$ cat src/rtl/core/swft_pkg.sv
`timescale 1ns / 1ps
package swft_pkg;

	// Width of one text character.
	localparam int CHAR_W = 8;

	// Default longest run of characters held back before pass-through.
	localparam int MAX_STOP_LEN_DEFAULT = 5;

	// Default depth of the queue between front and back.
	localparam int QUEUE_DEPTH_DEFAULT = 4;

	// Longest stopword in the list; a key packs that many characters.
	localparam int STOP_MAX_LEN = 5;
	localparam int STOP_KEY_W = STOP_MAX_LEN * CHAR_W;
	localparam int STOP_COUNT = 73;

	// Stopwords, right-aligned: the last character sits in the lowest byte.
	localparam logic [STOP_KEY_W-1:0] STOP_WORDS [STOP_COUNT] = '{
		40'("a"), 40'("an"), 40'("and"), 40'("are"), 40'("as"),
		40'("at"), 40'("be"), 40'("by"), 40'("for"), 40'("from"),
		40'("has"), 40'("he"), 40'("in"), 40'("is"), 40'("it"),
		40'("its"), 40'("of"), 40'("on"), 40'("that"), 40'("the"),
		40'("to"), 40'("was"), 40'("will"), 40'("with"), 40'("this"),
		40'("but"), 40'("they"), 40'("have"), 40'("had"), 40'("what"),
		40'("said"), 40'("each"), 40'("which"), 40'("their"), 40'("time"),
		40'("if"), 40'("up"), 40'("out"), 40'("many"), 40'("then"),
		40'("them"), 40'("these"), 40'("so"), 40'("some"), 40'("her"),
		40'("would"), 40'("make"), 40'("like"), 40'("into"), 40'("him"),
		40'("two"), 40'("more"), 40'("very"), 40'("after"), 40'("words"),
		40'("long"), 40'("than"), 40'("first"), 40'("been"), 40'("call"),
		40'("who"), 40'("oil"), 40'("sit"), 40'("now"), 40'("find"),
		40'("down"), 40'("day"), 40'("did"), 40'("get"), 40'("come"),
		40'("made"), 40'("may"), 40'("part")
	};

	// A key holds only non-zero characters, so equal keys mean equal words
	// of equal length.
	function automatic logic is_stopword(input logic [STOP_KEY_W-1:0] key);
		logic hit;
		hit = 1'b0;
		for (int w = 0; w < STOP_COUNT; w++) begin
			if (key == STOP_WORDS[w]) begin
				hit = 1'b1;
			end
		end
		return hit;
	endfunction

endpackage

$ cat src/rtl/core/swft_front.sv
`timescale 1ns / 1ps
module swft_front #(
	parameter int MAX_STOP_LEN = swft_pkg::MAX_STOP_LEN_DEFAULT,
	parameter int DESC_W = (MAX_STOP_LEN + 1) * swft_pkg::CHAR_W
		+ $clog2(MAX_STOP_LEN + 2) + 2
) (
	input  logic                         clk,
	input  logic                         arst_n,
	input  logic                         in_valid,
	output logic                         in_ready,
	input  logic [swft_pkg::CHAR_W-1:0]  in_byte,
	input  logic                         in_end,
	output logic                         enq_valid,
	input  logic                         enq_ready,
	output logic [DESC_W-1:0]            enq_data
);
	import swft_pkg::*;

	localparam int CNT_W = $clog2(MAX_STOP_LEN + 1);
	localparam int DCNT_W = $clog2(MAX_STOP_LEN + 2);

	logic [MAX_STOP_LEN-1:0][CHAR_W-1:0] held_q;
	logic [STOP_KEY_W-1:0]               key_q;
	logic [CNT_W-1:0]                    held_count_q;
	logic                                long_q;

	logic                                accept;
	logic [CHAR_W-1:0]                   c;
	logic                                tok;
	logic [STOP_KEY_W-1:0]               key_next;
	logic [MAX_STOP_LEN:0][CHAR_W-1:0]   d_chars;
	logic [DCNT_W-1:0]                   d_cnt;
	logic                                d_present;
	logic                                d_eot;
	logic                                d_push;
	logic                                held_full;

	// Queue space alone decides acceptance.
	assign in_ready = enq_ready;
	assign accept = in_valid && in_ready;

	// Lowercase and classify the incoming beat.
	always_comb begin
		c = in_byte;
		if (in_byte >= 8'h41 && in_byte <= 8'h5A) begin
			c = in_byte + 8'h20;
		end
		tok = (c >= 8'h61 && c <= 8'h7A) || (c >= 8'h30 && c <= 8'h39);
	end

	assign held_full = (held_count_q == CNT_W'(MAX_STOP_LEN));

	// The running key restarts with the first character of a token.
	assign key_next = (held_count_q == '0) ? STOP_KEY_W'(c)
		: {key_q[STOP_KEY_W-CHAR_W-1:0], c};

	// Held characters with the current one placed after them.
	always_comb begin
		for (int i = 0; i < MAX_STOP_LEN; i++) begin
			d_chars[i] = (tok && held_count_q == CNT_W'(i)) ? c : held_q[i];
		end
		d_chars[MAX_STOP_LEN] = c;
	end

	// Classify the beat into a burst for the back end.
	always_comb begin
		d_cnt = DCNT_W'(1);
		d_present = 1'b1;
		d_eot = 1'b1;
		d_push = 1'b0;
		priority if (tok && long_q) begin
			d_eot = in_end;
			d_push = 1'b1;
		end else if (tok && !held_full) begin
			d_cnt = DCNT_W'(held_count_q) + DCNT_W'(1);
			d_push = in_end && !((d_cnt <= DCNT_W'(STOP_MAX_LEN))
				&& is_stopword(key_next));
		end else if (tok) begin
			d_cnt = DCNT_W'(MAX_STOP_LEN + 1);
			d_eot = in_end;
			d_push = 1'b1;
		end else if (long_q) begin
			d_present = 1'b0;
			d_push = 1'b1;
		end else begin
			d_cnt = DCNT_W'(held_count_q);
			d_push = (held_count_q != '0) && !((held_count_q <= CNT_W'(STOP_MAX_LEN))
				&& is_stopword(key_q));
		end
	end

	assign enq_valid = accept && d_push;
	assign enq_data = {d_eot, d_present, d_cnt, d_chars};

	// Token state.
	always_ff @(posedge clk or negedge arst_n) begin
		if (!arst_n) begin
			held_count_q <= '0;
			long_q <= 1'b0;
		end else if (accept) begin
			priority if (tok && long_q) begin
				long_q <= !in_end;
			end else if (tok && !held_full) begin
				held_count_q <= in_end ? '0 : held_count_q + CNT_W'(1);
			end else if (tok) begin
				held_count_q <= '0;
				long_q <= !in_end;
			end else begin
				held_count_q <= '0;
				long_q <= 1'b0;
			end
		end
	end

	// Held characters and the stopword key.
	always_ff @(posedge clk) begin
		if (accept && tok && !long_q && !held_full) begin
			for (int i = 0; i < MAX_STOP_LEN; i++) begin
				if (held_count_q == CNT_W'(i)) begin
					held_q[i] <= c;
				end
			end
			key_q <= key_next;
		end
	end

	a_long_empty: assert property (@(posedge clk) disable iff (!arst_n)
		long_q |-> held_count_q == '0)
		else $error("characters held during pass-through");

	a_count_range: assert property (@(posedge clk) disable iff (!arst_n)
		held_count_q <= CNT_W'(MAX_STOP_LEN))
		else $error("held count out of range");

endmodule

$ cat src/rtl/core/swft_queue.sv
`timescale 1ns / 1ps
module swft_queue #(
	parameter int WIDTH = 8,
	parameter int DEPTH = swft_pkg::QUEUE_DEPTH_DEFAULT
) (
	input  logic             clk,
	input  logic             arst_n,
	input  logic             push,
	output logic             not_full,
	input  logic [WIDTH-1:0] push_data,
	output logic             not_empty,
	input  logic             pop,
	output logic [WIDTH-1:0] head_data
);
	import swft_pkg::*;

	localparam int PTR_W = $clog2(DEPTH);
	localparam int CNT_W = $clog2(DEPTH + 1);

	logic [WIDTH-1:0] mem_q [DEPTH];
	logic [PTR_W-1:0] wr_ptr_q;
	logic [PTR_W-1:0] rd_ptr_q;
	logic [CNT_W-1:0] count_q;

	assign not_full = (count_q != CNT_W'(DEPTH));
	assign not_empty = (count_q != '0);
	assign head_data = mem_q[rd_ptr_q];

	// Pointers and fill count; pointers wrap at the last entry.
	always_ff @(posedge clk or negedge arst_n) begin
		if (!arst_n) begin
			wr_ptr_q <= '0;
			rd_ptr_q <= '0;
			count_q <= '0;
		end else begin
			if (push) begin
				wr_ptr_q <= (wr_ptr_q == PTR_W'(DEPTH - 1)) ? '0 : wr_ptr_q + PTR_W'(1);
			end
			if (pop) begin
				rd_ptr_q <= (rd_ptr_q == PTR_W'(DEPTH - 1)) ? '0 : rd_ptr_q + PTR_W'(1);
			end
			unique case ({push, pop})
				2'b10: count_q <= count_q + CNT_W'(1);
				2'b01: count_q <= count_q - CNT_W'(1);
				default: count_q <= count_q;
			endcase
		end
	end

	// Entry storage.
	always_ff @(posedge clk) begin
		if (push) begin
			mem_q[wr_ptr_q] <= push_data;
		end
	end

	a_no_overflow: assert property (@(posedge clk) disable iff (!arst_n)
		push |-> not_full)
		else $error("write into a full queue");

	a_no_underflow: assert property (@(posedge clk) disable iff (!arst_n)
		pop |-> not_empty)
		else $error("read from an empty queue");

endmodule

$ cat src/rtl/core/swft_back.sv
`timescale 1ns / 1ps
module swft_back #(
	parameter int MAX_STOP_LEN = swft_pkg::MAX_STOP_LEN_DEFAULT,
	parameter int DESC_W = (MAX_STOP_LEN + 1) * swft_pkg::CHAR_W
		+ $clog2(MAX_STOP_LEN + 2) + 2
) (
	input  logic                         clk,
	input  logic                         arst_n,
	input  logic                         head_valid,
	input  logic [DESC_W-1:0]            head_data,
	output logic                         head_pop,
	output logic                         m_tvalid,
	input  logic                         m_tready,
	output logic [swft_pkg::CHAR_W-1:0]  m_tdata,
	output logic [1:0]                   m_tuser,
	output logic                         m_tlast
);
	import swft_pkg::*;

	localparam int DCNT_W = $clog2(MAX_STOP_LEN + 2);
	localparam int CHARS_W = (MAX_STOP_LEN + 1) * CHAR_W;

	logic [MAX_STOP_LEN:0][CHAR_W-1:0] h_chars;
	logic [DCNT_W-1:0]                 h_cnt;
	logic                              h_present;
	logic                              h_eot;
	logic [DCNT_W-1:0]                 idx_q;
	logic                              out_free;
	logic                              step;
	logic                              last;
	logic [CHAR_W-1:0]                 sel_byte;
	logic                              m_tvalid_q;
	logic [CHAR_W-1:0]                 m_tdata_q;
	logic [1:0]                        m_tuser_q;
	logic                              m_tlast_q;

	assign h_chars = head_data[CHARS_W-1:0];
	assign h_cnt = head_data[CHARS_W +: DCNT_W];
	assign h_present = head_data[CHARS_W + DCNT_W];
	assign h_eot = head_data[CHARS_W + DCNT_W + 1];

	assign out_free = !m_tvalid_q || m_tready;
	assign step = out_free && head_valid;
	assign last = (idx_q == h_cnt - DCNT_W'(1));
	assign head_pop = step && last;

	// Pick the character of the burst under the index.
	always_comb begin
		sel_byte = '0;
		for (int i = 0; i <= MAX_STOP_LEN; i++) begin
			if (idx_q == DCNT_W'(i)) begin
				sel_byte = h_chars[i];
			end
		end
	end

	// Burst position.
	always_ff @(posedge clk or negedge arst_n) begin
		if (!arst_n) begin
			idx_q <= '0;
		end else if (step) begin
			idx_q <= last ? '0 : idx_q + DCNT_W'(1);
		end
	end

	// Output register: holds a beat while the sink stalls.
	always_ff @(posedge clk or negedge arst_n) begin
		if (!arst_n) begin
			m_tvalid_q <= 1'b0;
		end else if (out_free) begin
			m_tvalid_q <= head_valid;
		end
	end

	always_ff @(posedge clk) begin
		if (step) begin
			m_tdata_q <= h_present ? sel_byte : '0;
			m_tuser_q <= {h_eot && last, h_present};
			m_tlast_q <= last;
		end
	end

	assign m_tvalid = m_tvalid_q;
	assign m_tdata = m_tdata_q;
	assign m_tuser = m_tuser_q;
	assign m_tlast = m_tlast_q;

	a_eot_last: assert property (@(posedge clk) disable iff (!arst_n)
		m_tvalid_q && m_tuser_q[1] |-> m_tlast_q)
		else $error("token end not on the last beat of a burst");

	a_idx_range: assert property (@(posedge clk) disable iff (!arst_n)
		head_valid |-> idx_q < h_cnt)
		else $error("burst index beyond burst length");

endmodule

$ cat src/rtl/core/stopword_filtering_tokenizer.sv
`timescale 1ns / 1ps
// Channel  Dir  tdata          tuser                           tlast
// s_*      in   text_byte      -                               end_of_text
// m_*      out  out_byte       byte_present, end_of_token      last_of_run
//
// One text beat is taken per cycle while the burst queue has room.
// A beat causes 0 to MAX_STOP_LEN+1 output beats, sent one per cycle by the
// back end while the sink is ready; a flushed token of n characters gives n output beats.
// Reset clears held-token state, the queue and the output register.
// An output stall fills the queue; input stalls only when the queue is full.
module stopword_filtering_tokenizer #(
	parameter int MAX_STOP_LEN = swft_pkg::MAX_STOP_LEN_DEFAULT,
	parameter int QUEUE_DEPTH = swft_pkg::QUEUE_DEPTH_DEFAULT
) (
	input  logic                         clk,
	input  logic                         arst_n,
	input  logic                         s_tvalid,
	output logic                         s_tready,
	input  logic [swft_pkg::CHAR_W-1:0]  s_tdata,   // [7:0] text_byte
	input  logic                         s_tlast,
	output logic                         m_tvalid,
	input  logic                         m_tready,
	output logic [swft_pkg::CHAR_W-1:0]  m_tdata,   // [7:0] out_byte
	output logic [1:0]                   m_tuser,   // [0] byte_present, [1] end_of_token
	output logic                         m_tlast
);
	import swft_pkg::*;

	localparam int DESC_W = (MAX_STOP_LEN + 1) * CHAR_W + $clog2(MAX_STOP_LEN + 2) + 2;

	logic              enq_valid;
	logic              enq_ready;
	logic [DESC_W-1:0] enq_data;
	logic              head_valid;
	logic              head_pop;
	logic [DESC_W-1:0] head_data;

	// Classifier and token holder.
	swft_front #(
		.MAX_STOP_LEN(MAX_STOP_LEN),
		.DESC_W(DESC_W)
	) u_front (
		.clk(clk),
		.arst_n(arst_n),
		.in_valid(s_tvalid),
		.in_ready(s_tready),
		.in_byte(s_tdata),
		.in_end(s_tlast),
		.enq_valid(enq_valid),
		.enq_ready(enq_ready),
		.enq_data(enq_data)
	);

	// Burst queue.
	swft_queue #(
		.WIDTH(DESC_W),
		.DEPTH(QUEUE_DEPTH)
	) u_queue (
		.clk(clk),
		.arst_n(arst_n),
		.push(enq_valid),
		.not_full(enq_ready),
		.push_data(enq_data),
		.not_empty(head_valid),
		.pop(head_pop),
		.head_data(head_data)
	);

	// Burst serialiser.
	swft_back #(
		.MAX_STOP_LEN(MAX_STOP_LEN),
		.DESC_W(DESC_W)
	) u_back (
		.clk(clk),
		.arst_n(arst_n),
		.head_valid(head_valid),
		.head_data(head_data),
		.head_pop(head_pop),
		.m_tvalid(m_tvalid),
		.m_tready(m_tready),
		.m_tdata(m_tdata),
		.m_tuser(m_tuser),
		.m_tlast(m_tlast)
	);

endmodule
$ cat config.mk
export PLATFORM = sky130hd
export DESIGN_NAME = stopword_filtering_tokenizer
export DESIGN_NICKNAME = d
export VERILOG_FILES = /design/src/rtl/core/swft_pkg.sv /design/src/rtl/core/swft_front.sv /design/src/rtl/core/swft_queue.sv /design/src/rtl/core/swft_back.sv /design/src/rtl/core/stopword_filtering_tokenizer.sv
export SDC_FILE = /design/constraint.sdc
export NUM_CORES = 1
export LEC_CHECK = 0
export BUFFER_PORTS_ARGS = -buffer_cell sky130_fd_sc_hd__buf_2
export CELL_PAD_IN_SITES_DETAIL_PLACEMENT = 0
export CELL_PAD_IN_SITES_GLOBAL_PLACEMENT = 2
export CORE_MARGIN = 4
export CORE_UTILIZATION = 49
export DETAILED_ROUTE_END_ITERATION = 12
export PLACE_DENSITY_LB_ADDON = 0.1
export SYNTH_ARGS = -nofsm -noshare
export SYNTH_HDL_FRONTEND = slang
export SYNTH_SLANG_ARGS = --single-unit
$ cat constraint.sdc
create_clock -name clk -period 11.75 [get_ports clk]
set_input_delay 1.7625 -clock clk [delete_from_list [all_inputs] [get_ports clk]]
set_output_delay 1.7625 -clock clk [all_outputs]
set_load 0.05 [all_outputs]
# Word level (Yosys, flattened, before mapping)

Memories as Yosys holds them, arrays and structs flattened.
Index checks and enable logic that the tools add are counted.

$add $sub $neg: 8
Multiplexer cells: 191
Bitwise gates (word level): 1
Equal/unequal tests: 163
Order comparisons: 8
Reduce and logical (&&, ||, !) cells: 42

Operator list:

| kind                                                               | count |
|---|---|
| equality test 40 x 31 -> 1 bit (second input constant)             | 58 |
| equality test 40 x 23 -> 1 bit (second input constant)             | 42 |
| equality test 40 x 15 -> 1 bit (second input constant)             | 30 |
| equality test 40 x 39 -> 1 bit (second input constant)             | 14 |
| 2-to-1 mux 1 bit                                                   | 168 |
| 2-to-1 mux 8 bit                                                   | 12 |
| equality test 40 x 7 -> 1 bit (second input constant)              | 2 |
| 2-to-1 mux 40 bit                                                  | 1 |
| logical AND 1 bit                                                  | 22 |
| 2-to-1 mux 3 bit                                                   | 7 |
| greater-or-equal comparator 8 x 7 -> 1 bit (second input constant) | 2 |
| <= comparator 8 x 7 -> 1 bit (second input constant)               | 2 |
| AND reduction 2 bit                                                | 7 |
| equality test 3 x 2 -> 1 bit (second input constant)               | 4 |
| equality test 3 bit (second input constant)                        | 4 |
| adder 3 x 1 -> 3 bit (second input constant)                       | 3 |
| adder 8 x 6 -> 8 bit (second input constant)                       | 1 |
| greater-or-equal comparator 8 x 6 -> 1 bit (second input constant) | 1 |
| <= comparator 8 x 6 -> 1 bit (second input constant)               | 1 |
| equality test 2 bit (second input constant)                        | 3 |
| equality test 3 x 1 -> 1 bit (second input constant)               | 2 |
| <= comparator 3 bit (second input constant)                        | 2 |
| logical NOT 1 bit                                                  | 6 |
| logical NOT 3 bit                                                  | 2 |
| 12 further kinds                                                   | 17 |

Bits in writable memories: 212
Bits of input ports: 13
Bits in registers: 106
Output and inout port bits: 13
Logic and storage cells: 430
Memories: 1

Memory list:

| memory        | depth | bits a word | read ports | clocked after Yosys merged registers in | wr ports | RTL line         | source |
|---|---|---|---|---|---|---|---|
| u_queue.mem_q | 4     | 53          | 1          | 0                                       | 1        | swft_queue.sv:20 | `logic [WIDTH-1:0] mem_q [DEPTH];` |

# Depth between registers and ports, before layout

Depth after elaboration: 88
Depth in mapped cells: 19
Mapped depth without buffers: 17

# Modules after synthesis

A second synthesis with hierarchy kept.

Cell total of the unflattened synthesis: 1162
Area, all modules: 15660.0 sq um

Modules (own cells, without submodules):

| module     | cells an instance | instances | area each (sq um) | sequential area each (sq um) |
|---|---|---|---|---|
| swft_queue | 316               | 1         | 8134.1            | 6541.3 |
| swft_front | 717               | 1         | 6251.0            | 2502.4 |
| swft_back  | 129               | 1         | 1275.0            | 430.4 |

# Worst setup path after synthesis

Ideal clock, no wire load.

Path kind: input to register
Start point: input s_tdata[5] (netlist name)
End point: memory u_queue.mem_q[0][0] (netlist name) (enable)
Data required time: 11.207 ns
Library setup time: 0.543 ns
Data arrival time: 7.645 ns
Cell stages on the path: 11
Buffers on the path: 0
Slack: 3.562 ns
Cells stage by stage: inv_1 > ha_1 > and4_4 > a22o_4 > a41oi_2 > o21a_1 > o21a_1 > a21oi_1 > and3_1 > nor2_1 > a211oi_1

Cells in the longest elaborated chain, start to end: 88
Elaborated cells between the ends (all ways): 172
Classes of those cells: 1 x add/sub; 6 x order compare; 73 x eq/ne; 82 x mux; 10 x reduce/logical

RTL lines:

| item                                                                                       | RTL line                           | source |
|---|---|---|
| start, declared                                                                            | stopword_filtering_tokenizer.sv:19 | `input logic [swft_pkg::CHAR_W-1:0] s_tdata,` |
| greater-or-equal comparator 8 x 7 -> 1 bit or <= comparator 8 x 7 -> 1 bit (tied branches) | swft_front.sv:45                   | `if (in_byte >= 8'h41 && in_byte <= 8'h5A) begin` |
| logical AND 1 bit                                                                          | swft_front.sv:45                   |  |
| 2-to-1 mux 8 bit *                                                                         | swft_front.sv:45                   |  |
| net enq_data[46]                                                                           | stopword_filtering_tokenizer.sv:33 | `logic [DESC_W-1:0] enq_data;` |
| 2-to-1 mux 40 bit                                                                          | swft_front.sv:54                   | `assign key_next = (held_count_q == '0) ? STOP_KEY_W'(c)` |
| equality test 40 x 7 -> 1 bit                                                              | swft_pkg.sv:43                     | `if (key == STOP_WORDS[w]) begin` |
| 2-to-1 mux 1 bit (73 in a row)                                                             | swft_pkg.sv:43                     |  |
| 2-to-1 mux 1 bit                                                                           | swft_front.sv:74                   | `end else if (tok && !held_full) begin` |
| 2-to-1 mux 1 bit                                                                           | swft_front.sv:71                   | `priority if (tok && long_q) begin` |
| logical AND 1 bit                                                                          | swft_front.sv:77                   | `&& is_stopword(key_next));` |
| logical NOT 1 bit                                                                          | swft_front.sv:76                   | `d_push = in_end && !((d_cnt <= DCNT_W'(STOP_MAX_LEN))` |
| logical AND 1 bit                                                                          | swft_front.sv:76                   |  |
| 2-to-1 mux 1 bit                                                                           | swft_front.sv:74                   |  |
| 2-to-1 mux 1 bit *                                                                         | swft_front.sv:71                   |  |
| logical AND 1 bit *                                                                        | swft_front.sv:92                   | `assign enq_valid = accept && d_push;` |
| 2-to-1 mux 1 bit *                                                                         | swft_queue.sv:52                   | `if (push) begin` |
| 2-to-1 mux 1 bit (not written as such) *                                                   | swft_queue.sv:53                   | `mem_q[wr_ptr_q] <= push_data;` |
| end, declared                                                                              | swft_queue.sv:20                   |  |

Mark *: on every way through the listed nets, which the timed path passes. The rest lies on a longest branch. The select of a mux whose other input is x is not followed.

# Worst setup path in the final report

Start point: input s_tdata[1] (netlist name)
End point: register u_queue.count_q[2]

Cells in the longest elaborated chain, start to end: 88
Elaborated cells between the ends (all ways): 174
Classes of those cells: 1 x add/sub; 6 x order compare; 75 x eq/ne; 81 x mux; 11 x reduce/logical

RTL lines:

| item                                                                                       | RTL line         | source |
|---|---|---|
| greater-or-equal comparator 8 x 7 -> 1 bit or <= comparator 8 x 7 -> 1 bit (tied branches) | swft_front.sv:45 |  |
| logical AND 1 bit                                                                          | swft_front.sv:45 |  |
| 2-to-1 mux 8 bit *                                                                         | swft_front.sv:45 |  |
| 2-to-1 mux 40 bit                                                                          | swft_front.sv:54 |  |
| equality test 40 x 7 -> 1 bit                                                              | swft_pkg.sv:43   |  |
| 2-to-1 mux 1 bit (73 in a row)                                                             | swft_pkg.sv:43   |  |
| 2-to-1 mux 1 bit                                                                           | swft_front.sv:74 |  |
| 2-to-1 mux 1 bit                                                                           | swft_front.sv:71 |  |
| logical AND 1 bit                                                                          | swft_front.sv:77 |  |
| logical NOT 1 bit                                                                          | swft_front.sv:76 |  |
| logical AND 1 bit                                                                          | swft_front.sv:76 |  |
| 2-to-1 mux 1 bit                                                                           | swft_front.sv:74 |  |
| 2-to-1 mux 1 bit *                                                                         | swft_front.sv:71 |  |
| logical AND 1 bit *                                                                        | swft_front.sv:92 |  |
| equality test 2 x 1 -> 1 bit or equality test 2 bit (tied branches)                        | swft_queue.sv:42 | `unique case ({push, pop})` |
| one-hot mux 3 bit (2 select lines) or nonzero test 2 bit (tied branches)                   | --               |  |
| end signal, assigned                                                                       | swft_queue.sv:43 | `2'b10: count_q <= count_q + CNT_W'(1);` |
| end signal, assigned                                                                       | swft_queue.sv:44 | `2'b01: count_q <= count_q - CNT_W'(1);` |
| end signal, assigned                                                                       | swft_queue.sv:45 | `default: count_q <= count_q;` |
| end, declared                                                                              | swft_queue.sv:23 | `logic [CNT_W-1:0] count_q;` |

Every way passes the cells marked *; elsewhere a longest branch is shown, timed or not. The select of a mux whose other input is x is not followed.
A chain may end at the register's enable or synchronous reset.

==> out/results.tsv <==
metric	value	unit
Final period util	47.9	%
Async SR Flop Fraction	4.72	%
R2R Path Start	u_front.key_q[8]	
sequential share of the synthesized area	59.7	%
switching share of power	30.2	%
status	finished, final reports clean	
Synth Warn #	0	
syn_nets	1239	
sequential fraction of design power	42.5	%
Net Sw Power	0.977	mW
Finish-stage setup viols	0	
Final Cell Area	0.0175	mm^2
post-route ant nets	0	
Row Count	65	
Final GP Congestion	0.958	
clock latency on the worst-skew pair	0.53	ns
Hold Fails Final Rpt	0	
Die Y	188	um
Final Critical Period	5.63	ns
die area	0.0353	mm^2
root buffer cell	clkbuf_16	
Buffers on Ports	25	
vias in the first global route	10600	
post-layout util	55.1	%
DRT Wirelength	44.5	mm
nets@finish	1239	
crit path launch	s_tdata[1]	
layout cell share with drive strength beyond 1	18.7	%
Worst Path Required	12.19	ns
initial antenna violation count	0	
HPWL after detailed placement	30.0	mm
fmax	178	MHz
wire length per cell	27.3	um
number of H-tree levels	2	
Final Max Slew Viols	0	
Post-synth EDFFs	303	
via density per instance	6.71	
Initial Util	50.0	%
first-pass GRT wire length	67.5	mm
cell count after synthesis	1205	
Area Overhead vs Synth	10.0	%
Max clock buf depth	3	
PwrDens	185	mW/mm^2
total track usage	24.9	%
critical path type	input port to flip-flop	
mapped cell area	0.0159	mm^2
Worst-Margin Slew	1.29	ns
Main synth FF type	edfxtp_1	
detailed-route DRC error count	0	
grt ovf	0	
clock sink count	318	
Reg clk slew, reported paths	0.06	ns
buffer count from post-CTS setup fixing	0	
Netlist cell types	88	
Leak	5.31	nW
Num CTS Buffers	35	
syn_area_per_cell	13.2	um^2
die width	188	um
Slew HR	13.2	%
Post-DP Area	0.0163	mm^2
post-CTS sizing	0	
antenna cells	0	
clock power share	32.9	%
drt pass-1 iters	9	
# hold bufs at CTS	0	
Ports	26	
crit-path max FO	29	
Hold Crit Start	u_back.m_tvalid	
post-synthesis register bit count	318	
Internal	2.26	mW
Hold WC Path Type	flip-flop to flip-flop	
DR iter-0 viols	1384	
CP arrival	6.07	ns
largest net degree at the start of global routing	57	
clock skew	0.0228	ns
Comb pwr share	24.6	%
RSZ-0062 raised after global routing	false	
CP Launch Type	input port	
VDD IR max	122	uV
Worst setup EP type	flip-flop	
Sum Neg Setup Slack	0	ns
Core Area	0.0317	mm^2
via count of the routed design	10900	
max_cap viols	0	
CTS tree	done	
[routing by layer]
metal / up-vias / part of all wire, % / track usage [%]
li1: 4780 / - / -
met5: - / 0 / 0
met4: 0 / 3.3 / 7.51
met2: 584 / 44 / 36.9
met1: 5454 / 43 / 37.1
met3: 120 / 9.4 / 5.79
[cells by family (layout without fill, tap and decap cells)]
kind of cell / Yosys count / count (layout) / synth area share (%)
simple gates: 479 / 479 / 16.8
fa+ha+maj: 21 / 21 / 1.70
buf+inv: 114 / 138 / 3.11
flops: 318 / 318 / 59.7
xor+xnor: 10 / 10 / 0.552
compound gates: 176 / 176 / 8.28
mux: 87 / 87 / 9.84
[power groups by stage]
stage               logic, mW  clock network, mW  registers, mW
finish                  0.797               1.07           1.38
global route            0.866               1.14           1.39
CTS                     0.810               1.09           1.38
detailed placement      0.807                  0           1.40
global placement        0.809                  0           1.40
floorplan               0.539                  0           1.44
[final timing paths]
check                                       to  cells past startpoint  slack [ns]
min in group asynchronous  u_queue.wr_ptr_q[1]                      1        1.16
max in group asynchronous  u_queue.rd_ptr_q[0]                      1       10.26
setup reg to reg            u_queue.count_q[2]                     15        6.48
hold reg to reg                u_back.m_tvalid                      2        0.50
setup / recovery            u_queue.count_q[2]                     16        6.12
hold / removal                 u_back.m_tvalid                      2        0.50
[flip-flops by register name (all words and copies together) (netlist names)]
name                  cells
u_front.held_q           40
u_front.key_q            40
u_back.m_tvalid           1
u_back.idx_q              3
u_front.long_q            1
u_queue.mem_q           212
u_queue.wr_ptr_q          2
u_queue.rd_ptr_q          2
u_back.m_tuser            2
u_front.held_count_q      3
u_back.m_tdata            8
u_back.m_tlast            1
u_queue.count_q           3
[cell type report]
| cell class | count | area, um^2 |
|---|---|---|
| Sequential cell | 318 | 9480 |
| Clock buffer | 45 | 923 |
| Tap cell | 402 | 503 |
| Multi-Input combinational cell | 773 | 5970 |
| Clock inverter | 16 | 199 |
| Inverter | 34 | 128 |
| Timing Repair Buffer | 43 | 260 |
| Fill cell | 2655 | 14300 |
[worst max-delay path, cell delays in order]
cell       delay [ns]
buf_2            0.47
and4_4           0.33
a22o_4           0.17
a41oi_1          0.17
a2111oi_4        0.52
o21a_1           0.39
a21oi_1          0.09
and3_1           0.20
nor2_1           0.63
a21o_1           0.23
ha_1             0.17
inv_1            0.07
fa_1             0.42
xor2_1           0.15
nor2_1           0.11
xor2_1           0.14
[cells in the final DEF (no fill, tap or decap), types with 27 or more instances in the layout]
master and n:
o21ai_0 27, nand3_1 57, edfxtp_1 303, nand4_1 29
and2_1 39, nand2_1 84, nor2_1 66, nor3_1 42
clkbuf_16 35, mux2_2 33, inv_1 33, mux4_2 52
nor4_1 52
[cells in the mapped netlist, types with 5 or more instances]
library cell | n | share of area [%]
a211oi_1 | 15 | 0.71
a21oi_1 | 21 | 0.66
a222oi_1 | 8 | 0.50
a22oi_1 | 12 | 0.57
a31oi_1 | 6 | 0.24
a41oi_1 | 6 | 0.33
and2_1 | 39 | 1.5
and3_1 | 5 | 0.20
and4bb_2 | 5 | 0.39
buf_1 | 6 | 0.14
buf_2 | 28 | 0.88
clkbuf_1 | 39 | 0.92
dfrtp_1 | 15 | 2.4
edfxtp_1 | 303 | 57
ha_1 | 20 | 1.6
inv_1 | 33 | 0.78
mux2_2 | 33 | 2.3
mux4_2 | 52 | 7.4
nand2_1 | 84 | 2.0
nand2b_1 | 7 | 0.28
nand3_1 | 57 | 1.8
nand4_1 | 29 | 1.1
nor2_1 | 67 | 1.6
nor2_2 | 5 | 0.20
nor2b_1 | 24 | 0.95
nor3_1 | 44 | 1.4
nor3b_1 | 5 | 0.24
nor4_1 | 52 | 2.0
nor4b_1 | 6 | 0.33
o2111ai_1 | 7 | 0.39
o211ai_1 | 5 | 0.24
o21ai_0 | 28 | 0.88
o22ai_1 | 14 | 0.55
o31ai_1 | 7 | 0.33
o32ai_1 | 7 | 0.39
or2_2 | 9 | 0.35
or3_1 | 6 | 0.24
or4_1 | 7 | 0.33
xnor2_1 | 6 | 0.33
[through the flow]
step | hold WS, ns | std cells | setup slack, ns | power [mW]
global route | 0.513 | 1631 | 5.83 | 3.40
floorplan | 0.464 | 1205 | 3.56 | 1.98
finish | 0.496 | 1631 | 6.12 | 3.24
detailed placement | 0.484 | 1570 | 5.57 | 2.21
global placement | 0.474 | 1570 | 5.58 | 2.21
CTS | 0.498 | 1631 | 6.11 | 3.28
No activity file was read; power rests on OpenSTA's default activity.
